$ cat config.mk
export PLATFORM = sky130hd
export DESIGN_NAME = rpcfo_ctrl
export DESIGN_NICKNAME = d
export VERILOG_FILES = /design/src/hdl/rpcfo_pkg.sv /design/src/hdl/rpcfo_ctrl.sv
export SDC_FILE = /design/constraint.sdc
export NUM_CORES = 1
export LEC_CHECK = 0
export CAP_MARGIN = 20
export CORE_UTILIZATION = 35
export CTS_CLUSTER_SIZE = 40
export DETAILED_ROUTE_END_ITERATION = 16
export DONT_BUFFER_PORTS = 1
export GPL_TIMING_DRIVEN = 0
export PLACE_DENSITY_LB_ADDON = 0.15
export SYNTH_ARGS = -nofsm -noshare
export SYNTH_HDL_FRONTEND = slang
export SYNTH_SLANG_ARGS = --single-unit
$ cat constraint.sdc
create_clock -name clk -period 1.71 [get_ports clk]
set_input_delay 0.0855 -clock clk [delete_from_list [all_inputs] [get_ports clk]]
set_output_delay 0.0855 -clock clk [all_outputs]
set_load 0.01 [all_outputs]
$ cat src/hdl/rpcfo_pkg.sv
// ----------------------------------------------------------------------------
// rpcfo_pkg
// Shared widths, register indexes, command/status bundles and the CORDIC
// arctangent table of the repeated-preamble CFO estimator.
// ----------------------------------------------------------------------------
`default_nettype none

package rpcfo_pkg;

  localparam int HALF_LEN_W   = 11;
  localparam int FREQ_W       = 32;
  localparam int CFO_W        = 32;
  localparam int TURN_W       = 32;
  localparam int CORDIC_ITERS = 32;
  localparam int ITER_W       = 5;
  localparam int CFG_IDX_W    = 2;
  localparam int CFG_DATA_W   = 32;

  localparam logic [CFG_IDX_W-1:0] REG_HALF_LENGTH = 2'd0;
  localparam logic [CFG_IDX_W-1:0] REG_FREQ_SCALE  = 2'd1;

  localparam logic [HALF_LEN_W-1:0] HALF_LEN_RESET   = 11'd64;
  localparam logic [FREQ_W-1:0]     FREQ_SCALE_RESET = 32'd65536;

  typedef struct packed {
    logic              accept;
    logic              mul;
    logic              acc;
    logic              load;
    logic              norm;
    logic              rot;
    logic [ITER_W-1:0] iter;
    logic              round;
    logic              scale;
    logic              emit;
  } cmd_t;

  typedef struct packed {
    logic second;
    logic last;
    logic zero;
    logic big;
  } stat_t;

  function automatic logic [TURN_W-1:0] atan_turn(input logic [ITER_W-1:0] k);
    logic [TURN_W-1:0] v;
    unique case (k)
      5'd0:  v = 32'h20000000;
      5'd1:  v = 32'h12E4051E;
      5'd2:  v = 32'h09FB385B;
      5'd3:  v = 32'h051111D4;
      5'd4:  v = 32'h028B0D43;
      5'd5:  v = 32'h0145D7E1;
      5'd6:  v = 32'h00A2F61E;
      5'd7:  v = 32'h00517C55;
      5'd8:  v = 32'h0028BE53;
      5'd9:  v = 32'h00145F2F;
      5'd10: v = 32'h000A2F98;
      5'd11: v = 32'h000517CC;
      5'd12: v = 32'h00028BE6;
      5'd13: v = 32'h000145F3;
      5'd14: v = 32'h0000A2FA;
      5'd15: v = 32'h0000517D;
      5'd16: v = 32'h000028BE;
      5'd17: v = 32'h0000145F;
      5'd18: v = 32'h00000A30;
      5'd19: v = 32'h00000518;
      5'd20: v = 32'h0000028C;
      5'd21: v = 32'h00000146;
      5'd22: v = 32'h000000A3;
      5'd23: v = 32'h00000051;
      5'd24: v = 32'h00000029;
      5'd25: v = 32'h00000014;
      5'd26: v = 32'h0000000A;
      5'd27: v = 32'h00000005;
      5'd28: v = 32'h00000003;
      5'd29: v = 32'h00000001;
      5'd30: v = 32'h00000001;
      5'd31: v = 32'h00000000;
      default: v = 32'h00000000;
    endcase
    return v;
  endfunction

endpackage

`default_nettype wire

$ cat src/hdl/rpcfo_ctrl.sv
// ----------------------------------------------------------------------------
// rpcfo_ctrl
// Sequencer: steps the datapath through sample intake, correlation
// accumulate, normalization, CORDIC vectoring, scaling and result strobe.
// ----------------------------------------------------------------------------
`default_nettype none

module rpcfo_ctrl (
  input  wire logic           clk,
  input  wire logic           rst_n,
  input  wire logic           start,
  output logic                busy,
  input  rpcfo_pkg::stat_t    stat,
  output rpcfo_pkg::cmd_t     cmd
);
  import rpcfo_pkg::*;

  localparam logic [3:0] S_IDLE  = 4'd0;
  localparam logic [3:0] S_MUL   = 4'd1;
  localparam logic [3:0] S_ACC   = 4'd2;
  localparam logic [3:0] S_LOAD  = 4'd3;
  localparam logic [3:0] S_NORM  = 4'd4;
  localparam logic [3:0] S_ROT   = 4'd5;
  localparam logic [3:0] S_ROUND = 4'd6;
  localparam logic [3:0] S_SCALE = 4'd7;
  localparam logic [3:0] S_EMIT  = 4'd8;

  localparam logic [ITER_W-1:0] LAST_ITER = ITER_W'(CORDIC_ITERS - 1);

  logic [3:0]        state_r, state_nxt;
  logic [ITER_W-1:0] iter_r, iter_nxt;
  logic              accept;

  assign busy   = (state_r != S_IDLE);
  assign accept = start && !busy;

  always_comb begin
    state_nxt = state_r;
    iter_nxt  = iter_r;
    unique case (state_r)
      S_IDLE: begin
        if (accept && stat.second) begin
          state_nxt = S_MUL;
        end
      end
      S_MUL:   state_nxt = S_ACC;
      S_ACC:   state_nxt = stat.last ? S_LOAD : S_IDLE;
      S_LOAD:  state_nxt = stat.zero ? S_SCALE : S_NORM;
      S_NORM: begin
        if (!stat.big) begin
          state_nxt = S_ROT;
          iter_nxt  = '0;
        end
      end
      S_ROT: begin
        iter_nxt = iter_r + ITER_W'(1);
        if (iter_r == LAST_ITER) begin
          state_nxt = S_ROUND;
        end
      end
      S_ROUND: state_nxt = S_SCALE;
      S_SCALE: state_nxt = S_EMIT;
      S_EMIT:  state_nxt = S_IDLE;
      default: state_nxt = S_IDLE;
    endcase
  end

  always_ff @(posedge clk) begin
    if (!rst_n) begin
      state_r <= S_IDLE;
      iter_r  <= '0;
    end else begin
      state_r <= state_nxt;
      iter_r  <= iter_nxt;
    end
  end

  always_comb begin
    cmd        = '0;
    cmd.accept = accept;
    cmd.mul    = (state_r == S_MUL);
    cmd.acc    = (state_r == S_ACC);
    cmd.load   = (state_r == S_LOAD);
    cmd.norm   = (state_r == S_NORM);
    cmd.rot    = (state_r == S_ROT);
    cmd.iter   = iter_r;
    cmd.round  = (state_r == S_ROUND);
    cmd.scale  = (state_r == S_SCALE);
    cmd.emit   = (state_r == S_EMIT);
  end

  a_rot_exit: assert property (@(posedge clk) disable iff (!rst_n)
    (state_r == S_ROT && iter_r == LAST_ITER) |=> (state_r == S_ROUND))
    else $error("CORDIC did not finish after the last iteration");

  a_emit_once: assert property (@(posedge clk) disable iff (!rst_n)
    (state_r == S_EMIT) |=> (state_r == S_IDLE))
    else $error("result stage not followed by idle");

endmodule

`default_nettype wire

After elaboration in Yosys (flattened, before gate mapping)
Cells that the tools add are included.
{"block": "op_classes", "bitwise_logic": 0, "add_sub_neg": 1, "div": 0, "n_lt_le_gt_ge": 0, "mul": 0, "eq_ne": 12, "n_shift": 0, "reduce_logical": 8, "n_mux": 8}
{"cell": "4-bit case mux with 8 select lines", "n": 1}
{"cell": "4-bit by 3-bit == test with 1-bit output (second input constant)", "n": 4}
{"cell": "4-bit two-way mux", "n": 3}
{"cell": "5-bit case mux with 2 select lines", "n": 1}
{"cell": "4-bit by 2-bit == test with 1-bit output (second input constant)", "n": 2}
{"cell": "5-bit by 1-bit adder with 5-bit output (second input constant)", "n": 1}
{"cell": "5-bit == test (second input constant)", "n": 1}
{"cell": "5-bit two-way mux", "n": 1}
{"cell": "4-bit by 1-bit == test with 1-bit output (second input constant)", "n": 1}
{"cell": "4-bit == test (second input constant)", "n": 1}
{"cell": "4-bit logical NOT", "n": 1}
{"cell": "2-bit two-way mux", "n": 2}
{"cell": "2-bit != test (second input constant)", "n": 2}
{"cell": "4-bit nonzero test", "n": 1}
{"cell": "3-bit AND reduction", "n": 1}
{"cell": "1-bit logical AND", "n": 2}
{"cell": "2-bit by 1-bit != test with 1-bit output (second input constant)", "n": 1}
{"cell": "2-bit AND reduction", "n": 1}
{"cell": "2-bit nonzero test", "n": 1}
{"cell": "1-bit logical NOT", "n": 1}
{"block": "totals", "latchBits": 0, "ff_bits": 9, "out_inout_bits": 15, "romBits": 0, "ram_bits": 0, "memories": 0, "input_bits": 7, "word_cells": 31}

Longest topological paths before layout
Gate-level depths: netlist of run 1.
{"block": "logic_depth", "ltp_word": 6, "depth_mapped": 5, "depth_no_buf": 5}

Worst setup path after synthesis of run 1
No wires, ideal clock.
{"block": "synth_timing", "path_kind": "register to register", "from": "reg state_r[1]", "to": "reg state_r[0]", "path_buffers": 1, "path_slack_ns": 0.305, "t_arrival_ns": 1.288, "path_stages_with_launch": 5, "required_time_ns": 1.593, "setup_ns": 0.117, "period_less_slack_ns": 1.405, "cell_sequence": "dfxtp_1 > buf_6 > nor4b_1 > a32oi_1 > a32o_1"}
{"item": "start, declared", "line_no": "rpcfo_ctrl.sv:30", "rtl": "logic [3:0] state_r, state_nxt;"}
{"item": "start signal, assigned", "line_no": "rpcfo_ctrl.sv:73", "rtl": "state_r <= state_nxt;"}

==> results of run 1 <==
## synthesized netlist by cell type, drive strengths merged
cell type,number,area share (%)
a211oi,1,1.4
a21oi,3,2.7
a311oi,2,4.3
a32o,1,1.8
a32oi,1,1.6
a41oi,1,1.6
and3,2,2.3
buf,3,4.8
clkbuf,2,1.4
dfxtp,9,33
ha,2,4.5
inv,2,1.4
nand2,7,4.8
nand2b,2,2.3
nand3,1,0.91
nor2,6,4.1
nor2b,4,4.5
nor3,3,2.7
nor3b,3,4.1
nor4b,3,4.8
nor4bb,1,1.8
o21a,1,1.4
o21ai,2,1.8
o221ai,1,1.6
o32ai,1,1.6
or3b,1,1.6
xor2,1,1.6
## power by group through the flow
stage          clock network (mW)  logic, mW  registers (mW)
6_report                    0.161      0.110           0.225
5_1_grt                     0.175      0.121           0.225
4_1_cts                     0.164      0.108           0.225
3_5_place_dp                    0      0.106           0.230
3_3_place_gp                    0      0.106           0.229
2_1_floorplan                   0     0.0919           0.228
## critical path, stage by stage, from the launching register on
cell and delay, ps:
dfxtp_1 390, nor4b_1 660, a32oi_1 130, a32o_1 260
## through the flow
| stage | area, um^2 | setup slack (ps) |
|---|---|---|
| final | 606 | 161 |
| after global routing | 606 | 72.0 |
| after CTS | 606 | 171 |
| after detailed placement | 569 | 187 |
| after global placement | 569 | 196 |
| after floorplan | 551 | 305 |
## path summary, 6_finish.rpt
kind	startpoint	to	slack, ps	cells past startpoint
setup / recovery	state_r[3]	state_r[0]	160	3
hold / removal	rst_n	iter_r[1]	100	2
setup reg to reg	state_r[3]	state_r[0]	160	3
hold reg to reg	iter_r[4]	iter_r[4]	570	2
## cell type report
type                            count  area (um^2)
Sequential cell                     9          180
Fill cell                         143          777
Buffer                              5         33.8
Clock buffer                        4         26.3
Multi-Input combinational cell     50          329
Tap cell                           15         18.8
Timing Repair Buffer                1         10.0
Inverter                            2         7.51
## placed cells by master, fill, tap and decap left out, types with 2 or more instances in the layout
| master | n |
|---|---|
| a21oi_1 | 3 |
| and3_1 | 2 |
| buf_4 | 2 |
| clkbuf_1 | 3 |
| clkbuf_4 | 3 |
| dfxtp_1 | 9 |
| ha_1 | 2 |
| inv_1 | 2 |
| nand2_1 | 7 |
| nand2b_1 | 2 |
| nor2_1 | 6 |
| nor2b_1 | 4 |
| nor3_1 | 3 |
| nor3b_1 | 3 |
| nor4b_1 | 3 |
| o21ai_1 | 2 |
## sequential cells by signal (all words and copies together), names as in the netlist
register,cells
iter_r,5
state_r,4
## metal layers
layer,share of wire (%),wire length (um)
met5,0,0
met3,5.6,69
met1,47,575
met2,47,573
met4,0.41,5
## what timing repair did
action	CTS	global route
endpoints found under the hold margin	1	0
hold buffers	1	0
gates resized for setup	0	0
## cells by family after synthesis
logic type	synth area share, %
simple gates	33.9
compound gates	19.8
flops	32.7
buf+inv	7.50
fa+ha+maj	4.54
xor+xnor	1.59
==> impl_results.md, run 1 <==
* Status: completed
* Initial antenna violation count at 0
* Area of the core at roughly 1400 um^2
* Die area at 1740 um^2
* First-pass GRT wire length at ~2 mm
* Clock transition at the registers of the reported paths at 60 ps
* Final period util at between 90 and 100%
* Total Nets Final at 81
* Met3 usage at between 3 and 4%
* Crit Path Max Fanout at 9
* Total I/O pin count at 22
* Max_cap viols at 0
* DR vias/cell at around 5.8
* Overflow after GRT at 0
* Number of synthesized register bits at 9
* Leakage power at around 0.22 nW
* DR vias at 496
* HP Class: primary input to flop
* PortBufs at 0
* Placed Cells incl. Taps at 81
* Die W at 41.7 um
* Detailed Routing Iterations Pass 1 at 2
* Met2 Use GR at between 20% and 30%
* Final hold vios at 0
* Hold_ws at roughly 100 ps
* GP Congestion at ~0.68
* Post-DP HPWL at 860 um
* Synthesized area per cell at ~8.3 um^2
* Flop pwr share at between 40% and 50%
* Worst VDD drop at approximately 0.00035 V
* H-tree depth at 1
* Internal power at 0.352 mW
* Psw at between 0.1 and 0.15 mW
* Layout area overhead at 10.0%
* Final max-slew violation count at 0
* Starting Density at 39.8%
* Relative slew slack at roughly 54%
* Synth cell types at 29
* Logic pwr share at approximately 22%
* Vias in the first global route at roughly 460
* RSZ-0062 raised after global routing: no
* Buffer depth of the longest clock path at 2
* Final core area utilization at 43.8%
* WL/cell at 14.2 um
* Die height at 41.7 um
* Synthesized area at 551 um^2
* Least-Margin Pin Slew at 685 ps
* Post-CTS setup buffer count at 0
* Synth warnings at 0
* Finished Layout Cells at 86
* Clk Latency, worst-skew pair at roughly 250 ps
* Fraction of layout cells with a size suffix above 1 at approximately 10%
* CP startpoint kind: flop
* Sink Count at 9
* Row count at 13
* Pin count of the biggest net entering global routing at 11
* PwrDens at 818 nW/um^2
* Crit path kind: flop to flop
* Met1 Usage GRT at 19.0%
* Final wirelength at 1.22 mm
* Global routing's busiest layer: met2
* Detail Route Antenna Nets at 0
* Mapped Cells at 66
* Critical path arrival at ~1700 ps
* Highest Clock Rate at ~650 MHz
* DRC viols at 0
* DR iter-0 viols at 12
* Net Sw Frac at approximately 29%
* Worst Clk Skew at roughly 3.4 ps
* Power Total at approximately 0.50 mW
* Final setup fails at 0
* Clock share of power at approximately 32%
* Total CTS buffers at 3
* Syn_nets at 75
* Sequential area share after synthesis at 32.7%
* CP Data Required Time at 1860 ps
* TNS Setup at 0 ps
* Crit path capture type: flop
* Overall global routing resource usage at around 15%
* CTS tree: built
* ANT cells at 0
* Clock root buffer: clkbuf_4
* Period minus WS final at 1550 ps
(Power assumes the default switching activity.)
==> run 2: changes to the inputs <==
REMOVE_ABC_BUFFERS = 1   (was default)
==> impl_results.md, run 2 (synthesis gave the netlist of run 1 again) <==
* Status: completed (unchanged)
* DRC viols at 0 (unchanged)
* HP Class: primary input to flop (unchanged)
* H-tree depth at 1 (unchanged)
* RSZ-0062 raised after global routing: no (unchanged)
* Reg2reg setup slack at 110 ps (was 160 ps)
* Period minus WS final at 1600 ps (was 1550 ps)
* Reg2reg end: state_r[0] (unchanged)
* Total CTS buffers at 3 (unchanged)
* Multi-input logic area at 360 um^2 (was 329 um^2)
* Register-to-Register Path Depth at 3 (unchanged)
* DR vias at 485 (was 496)
* CP Data Required Time at 1850 ps (was 1860 ps)
* Sink Count at 9 (unchanged)
* Placed Cells incl. Taps at 76 (was 81)
* Final hold vios at 0 (unchanged)
* Crit path kind: flop to flop (unchanged)
* WHS Path Cells at 2 (unchanged)
* Total Nets Final at 77 (was 81)
* Timing endpoint of the critical path: state_r[0] (unchanged)
* Overflow after GRT at 0 (unchanged)
* Finished Layout Cells at 82 (was 86)
* Leakage power at 0.203 nW (was 0.218 nW)
* Top reg by flops: iter_r (unchanged)
* Fraction of layout cells with a size suffix above 1 at 11.9% (was 9.86%)
* Power Total at 0.489 mW (was 0.495 mW)
* Slowest-stage cell, CP: nor4b_1 (unchanged)
* CTS tree: built (unchanged)
* Final wirelength at 1.14 mm (was 1.22 mm)
* GP Congestion at 0.723 (was 0.681)
* Buffer depth of the longest clock path at 2 (unchanged)
* Final max-slew violation count at 0 (unchanged)
* PortBufs at 0 (unchanged)
* Layout area overhead at 10.5% (was 10.0%)
* Vias in the first global route at 406 (was 455)
* Crit Path Max Fanout at 10 (was 9)
* Worst slack, placed at -337 ps (was 187 ps)
* Die area at 1740 um^2 (unchanged)
* Initial antenna violation count at 0 (unchanged)
* Post-DP HPWL at 778 um (was 860 um)
* Critical Path Source: state_r[3] (unchanged)
* Final worst slack at 111 ps (was 161 ps)
* Starting Density at 39.8% (unchanged)
* Overall global routing resource usage at 14.2% (was 14.8%)
* Worst Clk Skew at 11.2 ps (was 3.44 ps)
* DR iter-0 viols at 15 (was 12)
* Row count at 13 (unchanged)
* Final period util at 93.5% (was 90.6%)
* Worst VDD drop at 0.000401 V (was 0.000350 V)
* Die height at 41.7 um (unchanged)
* Clock transition at the registers of the reported paths at 60 ps (about the same)
* Layout fillers at 143 (unchanged)
* Final setup fails at 0 (unchanged)
* Worst r2r src: state_r[3] (unchanged)
* Slowest stage delay, CP at 650 ps (was 660 ps)
* Register area at 185 um^2 (was 180 um^2)
* Pin count of the biggest net entering global routing at 16 (was 11)
* Crit path capture type: flop (unchanged)
* TNS Setup at 0 ps (unchanged)
* Die W at 41.7 um (unchanged)
* Highest Clock Rate at 626 MHz (was 645 MHz)
* CP cell instances: nor4b_1, a32oi_1, a32o_1 (unchanged)
* WL/cell at 13.9 um (was 14.2 um)
* Clock root buffer: clkbuf_4 (unchanged)
* Final core area utilization at 44.0% (was 43.8%)
* ANT cells at 0 (unchanged)
* CP startpoint kind: flop (unchanged)
* Critical path arrival at 1740 ps (was 1700 ps)
* PwrDens at 804 nW/um^2 (was 818 nW/um^2)
* Clk Latency, worst-skew pair at 260 ps (was 250 ps)
* DR vias/cell at 5.91 (was 5.77)
* Detailed Routing Iterations Pass 1 at 4 (was 2)
* Max FFs per register at 5 (unchanged)
* Relative slew slack at 55.7% (was 53.7%)
* Area of the core at 1380 um^2 (unchanged)
* Total I/O pin count at 22 (unchanged)
* Largest registers in the final layout: iter_r x5, state_r x4 (unchanged)
* Most frequent cells in the layout: nand2_1, dfxtp_1, nor2_1, nor2b_1 (was dfxtp_1, nand2_1, nor2_1, nor2b_1)
* First-pass GRT wire length at 1.88 mm (was 1.99 mm)
* Detail Route Antenna Nets at 0 (unchanged)
* Max_cap viols at 0 (unchanged)
* Least-Margin Pin Slew at 655 ps (was 685 ps)
## run 2: where the power goes
part           switching, mW  total, mW  internal, mW
Sequential            0.0288      0.247         0.219
Clock                 0.0710      0.161        0.0897
Combinational         0.0437     0.0806        0.0369
## run 2: worst min path at each step
| stage | from | endpoint |
|---|---|---|
| 2_1_floorplan | rst_n | state_r[0] |
| 3_3_place_gp | rst_n | state_r[0] |
| 3_5_place_dp | rst_n | state_r[0] |
| 4_1_cts | rst_n | state_r[0] |
| 5_1_grt | rst_n | iter_r[4] |
| 6_report | rst_n | iter_r[1] |
## run 2: stage by stage
step | cell area [um^2] | hold slack (ps)
global placement | 536 | 221
detailed placement | 542 | 224
floorplan | 517 | 211
global route | 608 | 115
finish | 608 | 110
CTS | 577 | -41.5
## run 2: cell type report
| cell class | instances | area share [%] |
|---|---|---|
| clock buffers | 4 | 4.32 |
| repair buffers | 1 | 1.65 |
| multi-input cells | 51 | 59.3 |
| flip-flops and latches | 9 | 30.5 |
| well taps | 15 | 3.09 |
| inverters | 2 | 1.23 |
## run 2: critical path, delay by kind of cell (launching register included)
family	cells	cell delay [ps]
compound gates	2	400
simple gates	1	650
flops	1	420
## run 2: layer usage
metal	share of wire, %	up-vias	global-route usage, %
li1	-	249	-
met1	47	220	18.0
met2	44	16	20.0
met3	9.2	0	8.70
met4	0	0	3.87
met5	0	-	0
## run 2: what timing repair did
item                                   CTS  global route
endpoints found under the hold margin    1             1
pin swaps                                1             1
gates cloned                             0             1
setup buffers                            0             0
setup endpoints to repair                8             5
resized for setup                        1             3
==> run 3: changes to the inputs <==
clock period = 2.04 ns   (was 1.71 ns; I/O delays follow)
==> impl_results.md, run 3 (synthesis gave the netlist of run 1 again) <==
* Status: completed (unchanged)
* Layout area overhead at 6.59% (was 10.5%)
* RSZ-0062 raised after global routing: no (unchanged)
* Timing endpoint of the critical path: iter_r[3] (was state_r[0])
* Die area at 1740 um^2 (unchanged)
* Leakage power at 0.200 nW (was 0.203 nW)
* Most common cell after layout, fill and taps aside: dfxtp_1
* Clock root buffer: clkbuf_4 (unchanged)
* Most frequent cells in the layout: dfxtp_1, nand2_1, nor2_1, nor2b_1 (was nand2_1, dfxtp_1, nor2_1, nor2b_1)
* Hold path startpoint: rst_n (unchanged)
* Die W at 41.7 um (unchanged)
* Power Total at 0.406 mW (was 0.489 mW)
* Final hold vios at 0 (unchanged)
* Detailed Routing Iterations Pass 1 at 4 (unchanged)
* DR iter-0 viols at 14 (was 15)
* Worst slack, placed at -6.84 ps (was -337 ps)
* Least-Margin Pin Slew at 656 ps (was 655 ps)
* Detail Route Antenna Nets at 0 (unchanged)
* Vias in the first global route at 406 (unchanged)
* Reg2reg setup slack at 240 ps (was 110 ps)
* Starting Density at 39.8% (unchanged)
* Final core area utilization at 42.4% (was 44.0%)
* Max_cap viols at 0 (unchanged)
* GP Congestion at 0.723 (unchanged)
* Clk Latency, worst-skew pair at 260 ps (about the same)
* Overflow after GRT at 0 (unchanged)
* Sink Count at 9 (unchanged)
* Die height at 41.7 um (unchanged)
* Final max-slew violation count at 0 (unchanged)
* CP cell instances: nor4bb_4, a41oi_1, a311oi_2 (was nor4b_1, a32oi_1, a32o_1)
* DR vias at 468 (was 485)
* Crit path kind: flop to flop (unchanged)
* Crit path capture type: flop (unchanged)
* Final setup fails at 0 (unchanged)
* Pin count of the biggest net entering global routing at 16 (unchanged)
* Clock transition at the registers of the reported paths at 60 ps (about the same)
* WL/cell at 13.5 um (was 13.9 um)
* Worst r2r src: state_r[2] (was state_r[3])
* CTS tree: built (unchanged)
* DR vias/cell at 5.78 (was 5.91)
* Area of the core at 1380 um^2 (unchanged)
* Critical path arrival at 1980 ps (was 1740 ps)
* Worst VDD drop at 0.000336 V (was 0.000401 V)
* Total I/O pin count at 22 (unchanged)
* Largest registers in the final layout: iter_r x5, state_r x4 (unchanged)
* Critical Path Source: state_r[2] (was state_r[3])
* H-tree depth at 1 (unchanged)
* Crit Path Max Fanout at 15 (was 10)
* Row count at 13 (unchanged)
* Post-DP HPWL at 778 um (unchanged)
* Relative slew slack at 55.7% (about the same)
* Period minus WS final at 1800 ps (was 1600 ps)
* Fraction of layout cells with a size suffix above 1 at 7.58% (was 11.9%)
* Register-to-Register Path Depth at 3 (unchanged)
* Reg2reg end: iter_r[3] (was state_r[0])
* Max FFs per register at 5 (unchanged)
* Total Nets Final at 76 (was 77)
* Buffer depth of the longest clock path at 2 (unchanged)
* CP Data Required Time at 2220 ps (was 1850 ps)
* Worst Clk Skew at 12.2 ps (was 11.2 ps)
* Overall global routing resource usage at 14.4% (was 14.2%)
* ANT cells at 0 (unchanged)
* CP startpoint kind: flop (unchanged)
* Final wirelength at 1.10 mm (was 1.14 mm)
* Top reg by flops: iter_r (unchanged)
* Final period util at 88.4% (was 93.5%)
* PortBufs at 0 (unchanged)
* HP Class: primary input to flop (unchanged)
* PwrDens at 692 nW/um^2 (was 804 nW/um^2)
* Total CTS buffers at 3 (unchanged)
* Slowest-stage cell, CP: nor4bb_4 (was nor4b_1)
* Slowest stage delay, CP at 650 ps (about the same)
* Final worst slack at 237 ps (was 111 ps)
* DRC viols at 0 (unchanged)
* Highest Clock Rate at 555 MHz (was 626 MHz)
* Initial antenna violation count at 0 (unchanged)
* First-pass GRT wire length at 1.89 mm (was 1.88 mm)
[run 3: how the worst min path moves through the flow]
stage	endpoint	slack (ps)	cells past startpoint
after floorplan	state_r[0]	230	1
after global placement	state_r[0]	240	1
after detailed placement	state_r[0]	240	1
after CTS	iter_r[1]	120	2
after global routing	iter_r[4]	130	2
final	iter_r[1]	120	2
[run 3: final cells by class]
cell class,count,area (um^2)
Multi-Input combinational cell,50,344
Inverter,2,7.51
Sequential cell,9,180
Clock buffer,4,26.3
Timing Repair Buffer,1,10.0
Fill cell,141,796
Tap cell,15,18.8
[run 3: through the flow]
step	hold slack [ps]	std cells	area, um^2	TNS, ps
final	124	81	587	0
after global routing	132	81	587	0
after CTS	123	81	587	0
after detailed placement	240	76	542	-6.84
after global placement	238	76	536	-2120
after floorplan	228	61	517	-57.7
[run 3: power breakdown]
part           switching, mW  total (mW)  internal (mW)  leakage [nW]
Combinational         0.0364      0.0655         0.0290         0.112
Sequential            0.0224       0.205          0.183        0.0729
Clock                 0.0602       0.135         0.0752        0.0150
Total                  0.119       0.406          0.287         0.200
[run 3: what timing repair did]
action / CTS / global route
gates resized for setup: 1 / 0
hold buffers: 1 / 0
endpoints found under the setup margin: 1 / 0
setup buffers: 0 / 0
endpoints found under the hold margin: 1 / 0
[run 3: routing by layer]
metal  vias to the layer above  wire (um)  track usage, %
met5                         -          0               0
met4                         0          0            3.87
met3                         0        100            8.70
met2                        14        487            19.7
met1                       209        506            18.8
li1                        245          -               -
[run 3: critical path: cells and delay by family (launching register included)]
kind | cells | cell delay, ps
AOI/OAI and AO/OA | 2 | 460
DFF | 1 | 610
and+or+nand+nor | 1 | 650
